### src/rtl/sclm_pkg.sv
// Shared types and constants of the scalar-to-color lookup mapper.
`default_nettype none

package sclm_pkg;

  typedef enum logic [2:0] {
    REG_RANGE_LOW     = 3'd0,
    REG_RANGE_HIGH    = 3'd1,
    REG_INDEX_SCALE   = 3'd2,
    REG_ALPHA_FACTOR  = 3'd3,
    REG_OUTPUT_FORMAT = 3'd4,
    REG_COLOR_COUNT   = 3'd5
  } reg_addr_e;

  typedef enum logic [1:0] {
    FMT_RGBA      = 2'd0,
    FMT_RGB       = 2'd1,
    FMT_LUM_ALPHA = 2'd2,
    FMT_LUM       = 2'd3
  } format_e;

  typedef enum logic {
    CMD_WRITE = 1'b0,
    CMD_MAP   = 1'b1
  } command_e;

  typedef struct packed {
    logic signed [31:0] range_low;
    logic signed [31:0] range_high;
    logic [31:0]        index_scale;
    logic [8:0]         alpha_factor;
    format_e            output_format;
    logic [8:0]         color_count;
  } cfg_t;

  typedef struct packed {
    command_e    command;
    logic        is_nan;
    logic        last;
    logic [8:0]  entry;
    logic [31:0] color;
  } item_t;

  typedef struct packed {
    command_e    command;
    logic        wr_ok;
    logic        last;
    logic [31:0] color;
  } lookup_t;

  typedef struct packed {
    logic       last;
    logic [2:0] count;
    logic [7:0] byte3;
    logic [7:0] byte2;
    logic [7:0] byte1;
    logic [7:0] byte0;
  } pixel_t;

  localparam logic signed [31:0] RST_RANGE_LOW    = 32'sd0;
  localparam logic signed [31:0] RST_RANGE_HIGH   = 32'sd65536;
  localparam logic [31:0]        RST_INDEX_SCALE  = 32'd65536;
  localparam logic [8:0]         RST_ALPHA_FACTOR = 9'd256;
  localparam logic [8:0]         RST_COLOR_COUNT  = 9'd256;

  localparam logic [8:0]  ALPHA_UNITY = 9'd256;
  localparam logic [15:0] LUM_R_COEF  = 16'd77;
  localparam logic [15:0] LUM_G_COEF  = 16'd151;
  localparam logic [15:0] LUM_B_COEF  = 16'd28;
  localparam logic [15:0] ROUND_HALF  = 16'd128;

  localparam logic [2:0] COUNT_RGBA      = 3'd4;
  localparam logic [2:0] COUNT_RGB       = 3'd3;
  localparam logic [2:0] COUNT_LUM_ALPHA = 3'd2;
  localparam logic [2:0] COUNT_LUM       = 3'd1;

endpackage

`default_nettype wire

### src/rtl/sclm_regs.sv
// APB configuration register file of the lookup mapper.
`default_nettype none

module sclm_regs (
  input  wire logic               clk_i,
  input  wire logic               rst_ni,
  input  wire logic               psel,
  input  wire logic               penable,
  input  wire logic               pwrite,
  input  wire logic [4:0]         paddr,
  input  wire logic [31:0]        pwdata,
  output logic      [31:0]        prdata,
  output logic                    pready,
  output sclm_pkg::cfg_t          cfg_o
);

  sclm_pkg::cfg_t cfg_q, cfg_d;
  logic           wr_en;

  assign wr_en  = psel & penable & pwrite;
  assign pready = 1'b1;
  assign cfg_o  = cfg_q;

  always_comb begin
    cfg_d = cfg_q;
    if (wr_en) begin
      case (sclm_pkg::reg_addr_e'(paddr[4:2]))
        sclm_pkg::REG_RANGE_LOW:     cfg_d.range_low     = signed'(pwdata);
        sclm_pkg::REG_RANGE_HIGH:    cfg_d.range_high    = signed'(pwdata);
        sclm_pkg::REG_INDEX_SCALE:   cfg_d.index_scale   = pwdata;
        sclm_pkg::REG_ALPHA_FACTOR:  cfg_d.alpha_factor  = pwdata[8:0];
        sclm_pkg::REG_OUTPUT_FORMAT: cfg_d.output_format = sclm_pkg::format_e'(pwdata[1:0]);
        sclm_pkg::REG_COLOR_COUNT:   cfg_d.color_count   = pwdata[8:0];
        default: ;
      endcase
    end
  end

  always_ff @(posedge clk_i or negedge rst_ni) begin
    if (!rst_ni) begin
      cfg_q.range_low     <= sclm_pkg::RST_RANGE_LOW;
      cfg_q.range_high    <= sclm_pkg::RST_RANGE_HIGH;
      cfg_q.index_scale   <= sclm_pkg::RST_INDEX_SCALE;
      cfg_q.alpha_factor  <= sclm_pkg::RST_ALPHA_FACTOR;
      cfg_q.output_format <= sclm_pkg::FMT_RGBA;
      cfg_q.color_count   <= sclm_pkg::RST_COLOR_COUNT;
    end else begin
      cfg_q <= cfg_d;
    end
  end

  always_comb begin
    prdata = '0;
    case (sclm_pkg::reg_addr_e'(paddr[4:2]))
      sclm_pkg::REG_RANGE_LOW:     prdata = cfg_q.range_low;
      sclm_pkg::REG_RANGE_HIGH:    prdata = cfg_q.range_high;
      sclm_pkg::REG_INDEX_SCALE:   prdata = cfg_q.index_scale;
      sclm_pkg::REG_ALPHA_FACTOR:  prdata = {23'd0, cfg_q.alpha_factor};
      sclm_pkg::REG_OUTPUT_FORMAT: prdata = {30'd0, cfg_q.output_format};
      sclm_pkg::REG_COLOR_COUNT:   prdata = {23'd0, cfg_q.color_count};
      default:                     prdata = '0;
    endcase
  end

endmodule

`default_nettype wire

### config.mk
export PLATFORM = sky130hd
export DESIGN_NAME = sclm_regs
export DESIGN_NICKNAME = d
export VERILOG_FILES = /design/src/rtl/sclm_pkg.sv /design/src/rtl/sclm_regs.sv
export SDC_FILE = /design/constraint.sdc
export NUM_CORES = 1
export LEC_CHECK = 0
export BUFFER_PORTS_ARGS = -buffer_cell sky130_fd_sc_hd__buf_4
export CORE_ASPECT_RATIO = 1.75
export CORE_MARGIN = 2
export CORE_UTILIZATION = 45
export CTS_CLUSTER_DIAMETER = 30
export DETAILED_ROUTE_END_ITERATION = 10
export GPL_ROUTABILITY_DRIVEN = 1
export PLACE_DENSITY_LB_ADDON = 0.08
export SYNTH_ARGS = -nofsm -noshare
export SYNTH_HDL_FRONTEND = slang
export SYNTH_SLANG_ARGS = --single-unit
### constraint.sdc
create_clock -name clk_i -period 3.05 [get_ports clk_i]
set_input_delay 0 -clock clk_i [delete_from_list [all_inputs] [get_ports clk_i]]
set_output_delay 0 -clock clk_i [all_outputs]
set_load 0.03 [all_outputs]
* Word level (Yosys, flattened, before mapping)
Index checks and enable logic that the tools add are counted.
** Cells by class
- Equality and inequality tests :: 5
- Mux-type cells :: 1
- Bitwise logic cells :: 2
- Reduce and logical (&&, ||, !) cells :: 7
** Operators by type and width (count)
- 32-bit case mux with 6 select lines :: 1
- 2-bit AND reduction :: 6
- 3-bit by 2-bit == test with 1-bit output (second input constant) :: 2
- 3-bit == test (second input constant) :: 2
- 3-bit by 1-bit == test with 1-bit output (second input constant) :: 1
- 3-bit logical NOT :: 1
- 1-bit AND :: 2
** Storage, ports and cells
- Register bits after elaboration :: 116
- Output and inout bits :: 149
- Logic and storage cells :: 21

* Depth between registers and ports, before layout
- Depth in word-level cells :: 3
- Gate-level depth with buffers :: 6
- Depth with buffers taken out :: 3

* Worst setup path before layout
OpenSTA, ideal clock, no wires.
- Path type :: register to output
- Start :: reg cfg_q, in the netlist cfg_o[54]
- End :: out prdata[2]
- Arrival time :: 1496 ps
- Setup slack :: 1554 ps
- Stages on the path, launching flop included :: 4
- Buffers on the path :: 0
- Cells stage by stage :: dfrtp_1 -> mux4_2 -> inv_1 -> o21ai_0
** Between the ends
- Cells in the longest elaborated chain, start to end :: 1
** Ends and longest elaborated chain
- start, declared :: line sclm_regs.sv:17 : sclm_pkg::cfg_t cfg_q, cfg_d;
- start signal, assigned :: line sclm_regs.sv:48 : cfg_q <= cfg_d;
- 32-bit case mux with 6 select lines :: line sclm_regs.sv:54 : case (sclm_pkg::reg_addr_e'(paddr[4:2]))
- end, declared :: line sclm_regs.sv:12 : output logic [31:0] prdata,
No other way between the ends.

* Worst setup path in the final report
- Start :: in paddr[2]
- End :: out prdata[29]
** Between the ends
- Cells in the longest elaborated chain, start to end :: 2
- Elaborated cells on any way between the ends :: 7
- Those cells by class :: eq/ne: 5; mux: 1; reduce/logical: 1
** Ends and longest elaborated chain
- start, declared :: line sclm_regs.sv:10 : input wire logic [4:0] paddr,
- 3-bit == test (tied with other cells) :: line sclm_regs.sv:54
- 32-bit case mux with 6 select lines (*) :: line sclm_regs.sv:54
Mark *: on every way between the ends. The rest lies on a longest branch, timed or not.

==> run_results.csv <==
group,metric,value,unit
pwr,p_leak,3.89,nW
yosys,synth_xor_area_share,0,%
final_layout,layout.nets,674,
sta,clock_skew,0,ns
route,wl,14.9,mm
flow_run,maxCapViolCount,0,
route,met2WireLength,7.80,mm
yosys,seq_area_frac_synth,53.2,%
yosys,yosysTopAreaCellShare,51.3,%
clock_tree,cts_sinks,116,
clock_tree,cts_tree,"yes",
route,vias_per_cell,5.33,
sta,worst_slew_pin_slew,0.829,ns
yosys,synth_area_leader_cell,"dfrtp_1",
sta,drv_slew,0,
final_layout,drive_gt1_share,58.7,%
route,top_layer,"met4",
route,first_pass_iters,4,
yosys,syn_avg_cell_area,13.2,sq um
sta,period_share,58.3,%
placement,port_buffers,187,
yosys,async_reset_ff_share,100,%
grt,antenna_found_initial,0,
sta,fmax,0.563,GHz
setup_path,path_max_fanout,48,
route,drt-met1-wl,5.92,mm
grt,grt_pass1_vias,4324,
final_layout,largest_reg_flops,116,
setup_path,endpoint_kind,"output pin",
sta,grt_setup_unrepaired,"no",
yosys,netlist_instances,413,
route,drc_errors,0,
pwr,ir_worst_vdd,0.574,mV
yosys,ys_types,35,
yosys,syn-num-nets,455,
floorplanning,pin_count,191,
floorplanning,die_w,87.3,um
pwr,power_density,764,nW/um^2
grt,grt_max_degree,64,
clock_tree,clkTransAtPathRegs,0.05,ns
yosys,yosys_register_bits,116,
clock_tree,cts_made_buffers,17,
setup_path,r2r_cells,1,
route,wl_per_cell,19.0,um
hold_path,hp-class,"input pin to flop",
yosys,ys.flop_type,"dfrtp_1",
final_layout,area_growth,44.6,%
yosys,synthTopCellsByCount,"112 x dfrtp_1, 109 x mux2_2, 37 x mux2i_1, 24 x nand2_1",
yosys,synth_fa_ha_area_share,0,%
floorplanning,core-area,11900,sq um
final_layout,antennaDiodeCount,0,
sta,period_needed,1.78,ns
yosys,synth-simple-area-share,7.26,%
setup_path,worst_setup_path_start_kind,"input pin",
yosys,synthMuxAreaShare,32.2,%
yosys,synth_area_leaders,"dfrtp_1 51%, mux2_2 22%, mux2i_1 6.8%",
placement,hpwl,9.80,mm
clock_tree,insertion_delay,0.40,ns
clock_tree,cts.path.max_buffers,2,
sta,tns,0,ns
yosys,syn_area,5470,sq um
floorplanning,die_y,150,um
clock_tree,root_buffer,"clkbuf_16",
setup_path,critPathRequiredTime,3.05,ns
route,antenna_left,0,
setup_path,critPathKind,"input pin to output pin",
yosys,yosys_warnings,0,
grt,grt_overflow,0,
run_status,status,"completed",
setup_path,crit_arrival,1.78,ns
clock_tree,cts_resized,0,
route,vias,4166,
sta,setup_viol,0,
yosys,yosys.cell_count.top_type,"dfrtp_1",
yosys,synth_top_family_by_area,"multiplexers",
route,drt_iter0_markers,161,
grt,grt_usage,23.2,%
route,met3_length,774,um
pwr,finalPower,6.04,mW
floorplanning,num_rows,53,
grt,grt_pass1_wl,23.1,mm
clock_tree,htreeDepth,4,
floorplanning,die-area,13100,sq um
floorplanning,start_util,45.8,%
yosys,synth-compound-area-share,4.05,%
sta,hold_viol_final,0,
sta,slew-limit-headroom,44.8,%
placement,gp_congestion,0.806,
hold_path,hold_depth,4,
yosys,synth_edf_count,0,
routing by layer:
layer | global-route usage, % | vias up
met4 | 8.31 | 0
met2 | 39.3 | 144
met5 | 0 | -
li1 | - | 1909
met3 | 5.74 | 26
met1 | 28.4 | 2087
logic make-up after synthesis:
logic type,after synthesis
mux,156
flops,116
simple gates,71
compound gates,39
buf+inv,30
other cells,1
power by group:
group / internal, mW / switching (mW) / leakage (nW) / total, mW
Clock: 1.32 / 0.658 / 0.292 / 1.97
Combinational: 0.839 / 1.13 / 2.13 / 1.96
Sequential: 1.85 / 0.247 / 1.47 / 2.10
Total: 4.01 / 2.03 / 3.89 / 6.04
final timing paths:
kind	start	end	slack, ns
setup / recovery	paddr[2]	prdata[29]	1.27
hold / removal	pwrite	cfg_o[10]$_DFFE_PN0P_	0.19
setup reg to reg	cfg_o[10]$_DFFE_PN0P_	cfg_o[10]$_DFFE_PN0P_	2.25
hold reg to reg	cfg_o[85]$_DFFE_PN0P_	cfg_o[85]$_DFFE_PN0P_	0.53
max in group asynchronous	rst_ni	cfg_o[16]$_DFFE_PN0P_	1.92
min in group asynchronous	rst_ni	cfg_o[109]$_DFFE_PN0P_	0.22
area by class of cell:
| cell class | instances | area (sq um) |
|---|---|---|
| Timing Repair Buffer | 229 | 1830 |
| Inverter | 1 | 3.75 |
| Clock buffer | 21 | 460 |
| Fill cell | 965 | 4030 |
| Multi-Input combinational cell | 267 | 2400 |
| Clock inverter | 10 | 131 |
| Tap cell | 137 | 171 |
| Sequential cell | 116 | 2910 |
timing repair:
item / in CTS / in global routing
endpoints found under the hold margin: 173 / 0
buffers inserted: 0 / 0
hold buffers: 33 / 0
setup endpoints to repair: 0 / 0
cell usage in the layout, fill, tap and decap left out, drive strengths merged, types with 3 or more instances in the layout:
master	Yosys	final
mux2i	37	37
bufinv	0	3
dfstp	4	4
clkinv	0	6
buf	19	196
o21a	5	5
nor3	3	3
o21ai	3	3
o22ai	4	4
nand3	6	6
clkbuf	10	21
or2	23	23
nor2	5	5
a21oi	23	23
dfrtp	112	112
mux2	117	117
nand2	24	24
nand3b	3	3
dlygate4sd3	0	33
through the flow:
step	setup WS, ns	area [sq um]	utilization, %	hold slack, ns	cells
6_report	1.27	7900	66.2	0.188	781
5_1_grt	1.16	7900	66.2	0.199	781
4_1_cts	1.29	7900	66.2	0.176	781
3_5_place_dp	1.05	6980	58.5	0.136	717
3_3_place_gp	1.07	6980	58.5	0.127	717
2_1_floorplan	1.55	5470	-	-0.296	413
critical path, cell delays in order:
cell and delay, ns:
buf_4 0.45, nor2b_2 0.47, buf_4 0.36, nand2_1 0.10, a21oi_1 0.17, buf_4 0.20
No activity file was read; power rests on OpenSTA's default activity.
