--- src/rtl/sclm_pkg.sv ---
// Shared types and constants of the scalar-to-color lookup mapper.
`default_nettype none

package sclm_pkg;

  typedef enum logic [2:0] {
    REG_RANGE_LOW     = 3'd0,
    REG_RANGE_HIGH    = 3'd1,
    REG_INDEX_SCALE   = 3'd2,
    REG_ALPHA_FACTOR  = 3'd3,
    REG_OUTPUT_FORMAT = 3'd4,
    REG_COLOR_COUNT   = 3'd5
  } reg_addr_e;

  typedef enum logic [1:0] {
    FMT_RGBA      = 2'd0,
    FMT_RGB       = 2'd1,
    FMT_LUM_ALPHA = 2'd2,
    FMT_LUM       = 2'd3
  } format_e;

  typedef enum logic {
    CMD_WRITE = 1'b0,
    CMD_MAP   = 1'b1
  } command_e;

  typedef struct packed {
    logic signed [31:0] range_low;
    logic signed [31:0] range_high;
    logic [31:0]        index_scale;
    logic [8:0]         alpha_factor;
    format_e            output_format;
    logic [8:0]         color_count;
  } cfg_t;

  typedef struct packed {
    command_e    command;
    logic        is_nan;
    logic        last;
    logic [8:0]  entry;
    logic [31:0] color;
  } item_t;

  typedef struct packed {
    command_e    command;
    logic        wr_ok;
    logic        last;
    logic [31:0] color;
  } lookup_t;

  typedef struct packed {
    logic       last;
    logic [2:0] count;
    logic [7:0] byte3;
    logic [7:0] byte2;
    logic [7:0] byte1;
    logic [7:0] byte0;
  } pixel_t;

  localparam logic signed [31:0] RST_RANGE_LOW    = 32'sd0;
  localparam logic signed [31:0] RST_RANGE_HIGH   = 32'sd65536;
  localparam logic [31:0]        RST_INDEX_SCALE  = 32'd65536;
  localparam logic [8:0]         RST_ALPHA_FACTOR = 9'd256;
  localparam logic [8:0]         RST_COLOR_COUNT  = 9'd256;

  localparam logic [8:0]  ALPHA_UNITY = 9'd256;
  localparam logic [15:0] LUM_R_COEF  = 16'd77;
  localparam logic [15:0] LUM_G_COEF  = 16'd151;
  localparam logic [15:0] LUM_B_COEF  = 16'd28;
  localparam logic [15:0] ROUND_HALF  = 16'd128;

  localparam logic [2:0] COUNT_RGBA      = 3'd4;
  localparam logic [2:0] COUNT_RGB       = 3'd3;
  localparam logic [2:0] COUNT_LUM_ALPHA = 3'd2;
  localparam logic [2:0] COUNT_LUM       = 3'd1;

endpackage

`default_nettype wire

--- src/rtl/sclm_index.sv ---
// Index pipeline: range check, scale multiply and table slot selection.
`default_nettype none

module sclm_index #(
  parameter int TABLE_DEPTH = 256,
  localparam int SlotW = $clog2(TABLE_DEPTH + 3)
) (
  input  wire logic                clk_i,
  input  wire logic                rst_ni,
  input  wire sclm_pkg::cfg_t      cfg_i,
  input  wire logic                in_valid_i,
  output logic                     in_ready_o,
  input  wire sclm_pkg::item_t     in_item_i,
  input  wire logic signed [31:0]  in_sample_i,
  output logic                     out_valid_o,
  input  wire logic                out_ready_i,
  output sclm_pkg::lookup_t        out_lookup_o,
  output logic [SlotW-1:0]         out_slot_o
);

  localparam int CntW = $clog2(TABLE_DEPTH + 1);
  localparam int CmpW = ((SlotW > 9) ? SlotW : 9) + 1;

  typedef enum logic [1:0] {
    KIND_COLOR = 2'd0,
    KIND_BELOW = 2'd1,
    KIND_ABOVE = 2'd2,
    KIND_NAN   = 2'd3
  } kind_e;

  // stage A: input capture
  logic                   a_valid_q;
  sclm_pkg::item_t        a_item_q;
  logic signed [31:0]     a_sample_q;
  // stage B: range classification and offset
  logic                   b_valid_q;
  sclm_pkg::item_t        b_item_q;
  kind_e                  b_kind_q, b_kind_d;
  logic [31:0]            b_diff_q, b_diff_d;
  // stage C: scaled index
  logic                   c_valid_q;
  sclm_pkg::item_t        c_item_q;
  kind_e                  c_kind_q;
  logic [31:0]            c_idx_q, c_idx_d;
  logic [63:0]            c_prod;
  // stage D: slot
  logic                   d_valid_q;
  sclm_pkg::lookup_t      d_lookup_q, d_lookup_d;
  logic [SlotW-1:0]       d_slot_q, d_slot_d;

  logic a_ready, b_ready, c_ready, d_ready;

  logic [CmpW-1:0]  count_ext;
  logic [CntW-1:0]  eff_count;
  logic [CntW-1:0]  last_color;

  assign d_ready    = !d_valid_q || out_ready_i;
  assign c_ready    = !c_valid_q || d_ready;
  assign b_ready    = !b_valid_q || c_ready;
  assign a_ready    = !a_valid_q || b_ready;
  assign in_ready_o = a_ready;

  always_comb begin
    if (a_item_q.is_nan) begin
      b_kind_d = KIND_NAN;
    end else if (a_sample_q < cfg_i.range_low) begin
      b_kind_d = KIND_BELOW;
    end else if (a_sample_q > cfg_i.range_high) begin
      b_kind_d = KIND_ABOVE;
    end else begin
      b_kind_d = KIND_COLOR;
    end
    b_diff_d = 32'(a_sample_q - cfg_i.range_low);
  end

  assign c_prod  = 64'(b_diff_q) * 64'(cfg_i.index_scale);
  assign c_idx_d = c_prod[63:32];

  always_comb begin
    count_ext = CmpW'(cfg_i.color_count);
    if (cfg_i.color_count == 9'd0) begin
      eff_count = CntW'(1);
    end else if (count_ext > CmpW'(TABLE_DEPTH)) begin
      eff_count = CntW'(TABLE_DEPTH);
    end else begin
      eff_count = CntW'(count_ext);
    end
    last_color = eff_count - CntW'(1);
  end

  always_comb begin
    d_lookup_d.command = c_item_q.command;
    d_lookup_d.last    = c_item_q.last;
    d_lookup_d.color   = c_item_q.color;
    d_lookup_d.wr_ok   = CmpW'(c_item_q.entry) < CmpW'(TABLE_DEPTH + 3);
    if (c_item_q.command == sclm_pkg::CMD_WRITE) begin
      d_slot_d = SlotW'(c_item_q.entry);
    end else begin
      case (c_kind_q)
        KIND_NAN:   d_slot_d = SlotW'(eff_count) + SlotW'(2);
        KIND_BELOW: d_slot_d = SlotW'(eff_count);
        KIND_ABOVE: d_slot_d = SlotW'(eff_count) + SlotW'(1);
        default: begin
          if (c_idx_q > 32'(last_color)) begin
            d_slot_d = SlotW'(last_color);
          end else begin
            d_slot_d = SlotW'(c_idx_q);
          end
        end
      endcase
    end
  end

  always_ff @(posedge clk_i or negedge rst_ni) begin
    if (!rst_ni) begin
      a_valid_q <= 1'b0;
      b_valid_q <= 1'b0;
      c_valid_q <= 1'b0;
      d_valid_q <= 1'b0;
    end else begin
      if (a_ready) a_valid_q <= in_valid_i;
      if (b_ready) b_valid_q <= a_valid_q;
      if (c_ready) c_valid_q <= b_valid_q;
      if (d_ready) d_valid_q <= c_valid_q;
    end
  end

  always_ff @(posedge clk_i) begin
    if (a_ready && in_valid_i) begin
      a_item_q   <= in_item_i;
      a_sample_q <= in_sample_i;
    end
    if (b_ready && a_valid_q) begin
      b_item_q <= a_item_q;
      b_kind_q <= b_kind_d;
      b_diff_q <= b_diff_d;
    end
    if (c_ready && b_valid_q) begin
      c_item_q <= b_item_q;
      c_kind_q <= b_kind_q;
      c_idx_q  <= c_idx_d;
    end
    if (d_ready && c_valid_q) begin
      d_lookup_q <= d_lookup_d;
      d_slot_q   <= d_slot_d;
    end
  end

  assign out_valid_o  = d_valid_q;
  assign out_lookup_o = d_lookup_q;
  assign out_slot_o   = d_slot_q;

endmodule

`default_nettype wire

--- config.mk ---
export PLATFORM = sky130hd
export DESIGN_NAME = sclm_index
export DESIGN_NICKNAME = d
export VERILOG_FILES = /design/src/rtl/sclm_pkg.sv /design/src/rtl/sclm_index.sv
export SDC_FILE = /design/constraint.sdc
export NUM_CORES = 2
export LEC_CHECK = 0
export BUFFER_PORTS_ARGS = -buffer_cell sky130_fd_sc_hd__buf_4
export CAP_MARGIN = 20
export CORE_UTILIZATION = 45
export DETAILED_ROUTE_END_ITERATION = 10
export PLACE_DENSITY_LB_ADDON = 0.3
export SLEW_MARGIN = 20
export SYNTH_ARGS = -nofsm -noshare
export SYNTH_HDL_FRONTEND = slang
export SYNTH_SLANG_ARGS = --single-unit
--- constraint.sdc ---
create_clock -name clk_i -period 6.95 [get_ports clk_i]
set_input_delay 0 -clock clk_i [delete_from_list [all_inputs] [get_ports clk_i]]
set_output_delay 0 -clock clk_i [all_outputs]
set_load 0.005 [all_outputs]
# --- Yosys cells after proc, flatten, opt, wreduce, memory -nomap -nowiden ---
# Index checks and enable logic that the tools add are counted.
totals:
  reg_bits: 278
  elab_cells: 62
  output_inout_bits: 46
classes:
  n_lt_le_gt_ge: 5
  n_reduce_logical: 14
  n_mux: 7
  add_sub_neg: 4
  n_eq_ne: 3
  mul: 1
op_table:
  columns: ["op", "n"]
  rows:
  - ["32-bit by 32-bit multiplier with 64-bit output", 1]
  - ["9-bit 2-to-1 mux", 4]
  - ["32-bit greater-than comparator", 1]
  - ["32-bit by 9-bit greater-than comparator with 1-bit output", 1]
  - ["32-bit < comparator", 1]
  - ["32-bit subtractor", 1]
  - ["9-bit case mux with 3 select lines", 1]
  - ["9-bit by 1-bit adder with 9-bit output, second input constant", 1]
  - ["9-bit by 2-bit adder with 9-bit output, second input constant", 1]
  - ["9-bit greater-than comparator, second input constant", 1]
  - ["9-bit zero test", 1]
  - ["9-bit < comparator, second input constant", 1]
  - ["9-bit by 1-bit subtractor with 9-bit output, second input constant", 1]
  - ["2-bit == test, second input constant", 2]
  - ["1-bit logical AND", 4]
  - ["1-bit zero test", 4]
  - ["1-bit logical OR", 4]
  - ["2-bit 2-to-1 mux", 2]
  - ["2-bit by 1-bit == test with 1-bit output, second input constant", 1]
  - ["2-bit OR reduction", 1]

# --- Logic depth before layout (Yosys ltp) ---
logic_depth:
  word_depth: 8
  depth_mapped: 28

# --- Least setup slack after synthesis ---
# Ideal clock, no wire load.
synth_timing:
  path_kind: "reg-to-reg"
  from: "register b_diff_q[26]"
  to: "register c_idx_q[25], data pin"
  path_stages_with_launch: 26
  setup_time_ps: 258
  arrival_time_ps: 6932
  t_required_ps: 6692
  slack_ps: -240
  cell_sequence: "edfxtp_1 -> clkbuf_1 -> and2_1 -> fa_1 -> fa_1 -> inv_1 -> fa_1 -> fa_1 -> inv_1 -> fa_1 -> fa_1 -> fa_1 -> inv_1 -> fa_1 -> inv_1 -> ha_1 -> buf_2 -> nand4_1 -> nor4_1 -> o31ai_1 -> o2111ai_1 -> o21a_1 -> a211oi_2 -> o311ai_0 -> a21oi_1 -> xnor2_1"
synth_between:
  elab_chain_cells: 1
synth_lines:
  columns: ["item", "line_no", "source"]
  rows:
  - ["start, declared", "sclm_index.sv:39", "logic [31:0] b_diff_q, b_diff_d;"]
  - ["start signal, assigned", "sclm_index.sv:136", "b_diff_q <= b_diff_d;"]
  - ["32-bit by 32-bit multiplier with 64-bit output", "sclm_index.sv:76", "assign c_prod = 64'(b_diff_q) * 64'(cfg_i.index_scale);"]
  - ["net c_prod[57]", "sclm_index.sv:45", "logic [63:0] c_prod;"]
  - ["end signal, assigned", "sclm_index.sv:141", "c_idx_q <= c_idx_d;"]
  - ["end, declared", "sclm_index.sv:44", "logic [31:0] c_idx_q, c_idx_d;"]
# The timed path passes the listed nets, and every way through them passes these cells.
# A chain may end at the register's enable or synchronous reset.

# --- Final worst setup path ---
layout_timing:
  from: "register b_diff_q[25]"
  to: "register c_idx_q[30], data pin"
# The elaborated chain is that of the path after synthesis.

==> out/qor.yml <==
status: "finished, violations left"
violations: "design-rule violations, negative setup slack"
fin_crit_ps: 7510
routed-via-count: 30800
min-delay-start: "cfg_i[87]"
cts_tree: "done"
rows: 114
finalClockSkew_ps: 16.8
syn_nets: 5758
htree_num_levels: 1
antenna_found_initial: 6
place.gp.congestion: 0.885
synthMuxAreaShare_pct: 0.0991
grt_max_degree: 77
crit_fanout: 8
r2r_end: "c_idx_q[30]$_DFFE_PP_"
cap_violations: 0
syn_inst: 4329
synth_seq_area_share_pct: 18.9
rr_startpoint: "b_diff_q[25]$_DFFE_PP_"
hold-path-cell-count: 5
layout_commonest_cell: "inv_1"
clk_latency_ps: 560
yosys_warnings: 0
cts-root-buf: "clkbuf_16"
wl_um: 113000
synth.avg_cell_area_um2: 10.2
max_freq_mhz: 133
synth_xor_area_share_pct: 1.31
startpoint: "b_diff_q[25]$_DFFE_PP_"
routed_via_density: 5.07
remaining_drc_errors: 6
firstDrtPassIters: 10
die_w_um: 315
hold_path.class: "primary input to flop"
drt_iter0_drc: 1895
ant_nets: 0
fin_ws_ps: -562
hold_viol: 0
arrival_ps: 7810
ys_ff_latch: 278
rsz0062_at_grt: "yes"
worst_pin_slew_ps: 1100
startpoint_type: "flop"
reg2reg_slack_ps: -560
io_buffers: 230
path_clk_slew_ps: 70
start_util_pct: 45.5
synth_top_family_by_area: "adder cells"
final_cell_mix: "938 x inv_1, 881 x fa_1, 583 x and2_1, 477 x buf_4, 475 x nand2_1"
clock-sinks: 278
overflow: 0
die_h_um: 315
routedWlPerCell_um: 18.6
ios: 242
cp-end-kind: "flop"
reg2regPathDepth: 23
detailed_place_hpwl_um: 93000
nets: 6212
setup-tns-final_ps: -12120
yosys.area_share.simple_pct: 15.3
grt_pass1_vias: 34000
grt_use_total_pct: 23.5
synth-edff-count: 274
slew_violations: 0
clk_path_buf_depth: 3
areaGrowthSynthToFinish_pct: 18.3
setup_viol_count_final: 32
grt_pass1_wl_um: 183000
fin_crit_sh_pct: 108
numCtsBuffers: 27
maxSlewHeadroom_pct: 26.8
syn_area_um2: 44200
synthArstFlopShare_pct: 1.44
core-area_um2: 97000
required_ps: 7250
holdPathEnd: "b_diff_q[3]$_DFFE_PP_"
die-area_um2: 99400
synthFlopType: "edfxtp_1"
synth_compound_area_share_pct: 4.49
ys_types: 79
path_class: "flop to flop"
drive_gt1_share_pct: 15.4
synthAdderAreaFrac_pct: 50.1
==> per-stage QoR <==
stage | setup WS, ps | instances | area [µm²] | util [%] | hold WS (ps)
detailed placement | -778 | 5908 | 49400 | 51.0 | -201
CTS | -523 | 6053 | 51400 | 53.0 | 4.23
global placement | -705 | 5908 | 49400 | 51.0 | -200
global route | -734 | 6082 | 52300 | 53.9 | 29.6
finish | -562 | 6083 | 52300 | 53.9 | 30.2
floorplan | -80.1 | 4329 | 44300 | - | -296
==> logic make-up (layout without fill, tap and decap cells) <==
group | after synthesis | in the layout
compound gates | 292 | 292
fa+ha+maj | 1233 | 1233
other cells | 0 | 4
simple gates | 1298 | 1298
xor+xnor | 66 | 66
flops | 278 | 278
buf+inv | 1158 | 1632
mux | 4 | 4
==> worst max path at each step <==
| stage | depth (start not counted) | to |
|---|---|---|
| CTS | 23 | c_idx_q[30]$_DFFE_PP_ |
| global placement | 22 | c_idx_q[18]$_DFFE_PP_ |
| detailed placement | 22 | c_idx_q[18]$_DFFE_PP_ |
| finish | 23 | c_idx_q[30]$_DFFE_PP_ |
| global route | 26 | c_idx_q[30]$_DFFE_PP_ |
| floorplan | 26 | c_idx_q[18]$_DFFE_PP_ |
==> cells in the mapped netlist (3+ instances only) <==
master | count | share of area, %
clkbuf_1 | 201 | 1.7
nand3_1 | 23 | 0.26
a211oi_1 | 9 | 0.15
ha_1 | 337 | 9.5
a21boi_0 | 7 | 0.12
nand3b_1 | 3 | 0.051
a21o_1 | 51 | 0.87
nor4_1 | 9 | 0.13
o31ai_1 | 5 | 0.085
a2111oi_0 | 3 | 0.059
mux2_2 | 3 | 0.076
nand4_1 | 26 | 0.37
nor2b_1 | 20 | 0.28
nand2_1 | 479 | 4.1
nand2b_1 | 17 | 0.24
and2_1 | 597 | 8.5
o211ai_1 | 8 | 0.14
fa_1 | 896 | 41
or4_1 | 4 | 0.068
nor3_1 | 23 | 0.26
o311ai_0 | 4 | 0.079
edfxtp_1 | 274 | 19
a31oi_1 | 13 | 0.18
o21a_1 | 13 | 0.22
or2_2 | 3 | 0.042
and3_1 | 4 | 0.057
a21oi_1 | 81 | 0.92
a221oi_1 | 4 | 0.079
or3_1 | 5 | 0.071
xor2_1 | 21 | 0.42
o21ai_0 | 43 | 0.49
nor2_1 | 69 | 0.59
xnor2_1 | 45 | 0.89
and4_1 | 5 | 0.099
o21bai_1 | 8 | 0.14
inv_1 | 954 | 8.1
a211o_1 | 6 | 0.12
o41ai_1 | 3 | 0.059
dfrtp_1 | 4 | 0.23
==> routing by layer <==
metal / up-vias / track usage [%] / routed length, µm
met2: 653 / 43.5 / 61000
li1: 14000 / - / -
met5: - / 0 / 17
met4: 2 / 5.90 / 3470
met3: 176 / 1.79 / 3980
met1: 16000 / 29.5 / 44900
==> worst max-delay path: stages (launching register included) <==
cell	delay [ps]
edfxtp_1	490
buf_6	190
and2_1	170
fa_1	530
inv_1	50
fa_1	460
fa_1	530
fa_1	550
inv_1	50
fa_1	470
fa_1	590
fa_1	450
fa_1	520
ha_4	310
nand4_1	220
nor4_4	390
nand2_1	110
a21oi_2	180
o21a_4	210
a211oi_4	80
buf_12	160
o31a_1	260
o21ai_1	170
xor2_1	80
==> sequential cells by signal (all words and copies together), names as in the netlist, 2 cells and up <==
name and flops:
out_slot_o 9, b_kind_q 2, a_sample_q 32, a_item_q 44
b_item_q 43, b_diff_q 32, out_lookup_o 35, c_idx_q 32
c_kind_q 2, c_item_q 43
==> area by class of cell <==
type,count,area [µm²]
fillers,8615,44700
multi-input cells,2893,32300
flip-flops and latches,278,8330
repair buffers,628,5590
inverters,955,3580
well taps,1276,1600
clock buffers,33,698
clock inverters,16,200
diodes,4,10.0
==> what timing repair did <==
action | in CTS | in global routing
gates cloned | 0 | 4
pin swaps | 15 | 76
gates resized for setup | 32 | 135
buffers inserted | 14 | 25
endpoints found under the hold margin | 87 | 0
endpoints found under the setup margin | 32 | 32
hold buffers | 83 | 0
Power is not shown: default switching activity piles up to over one toggle a cycle in this logic, so the estimate is an artifact.
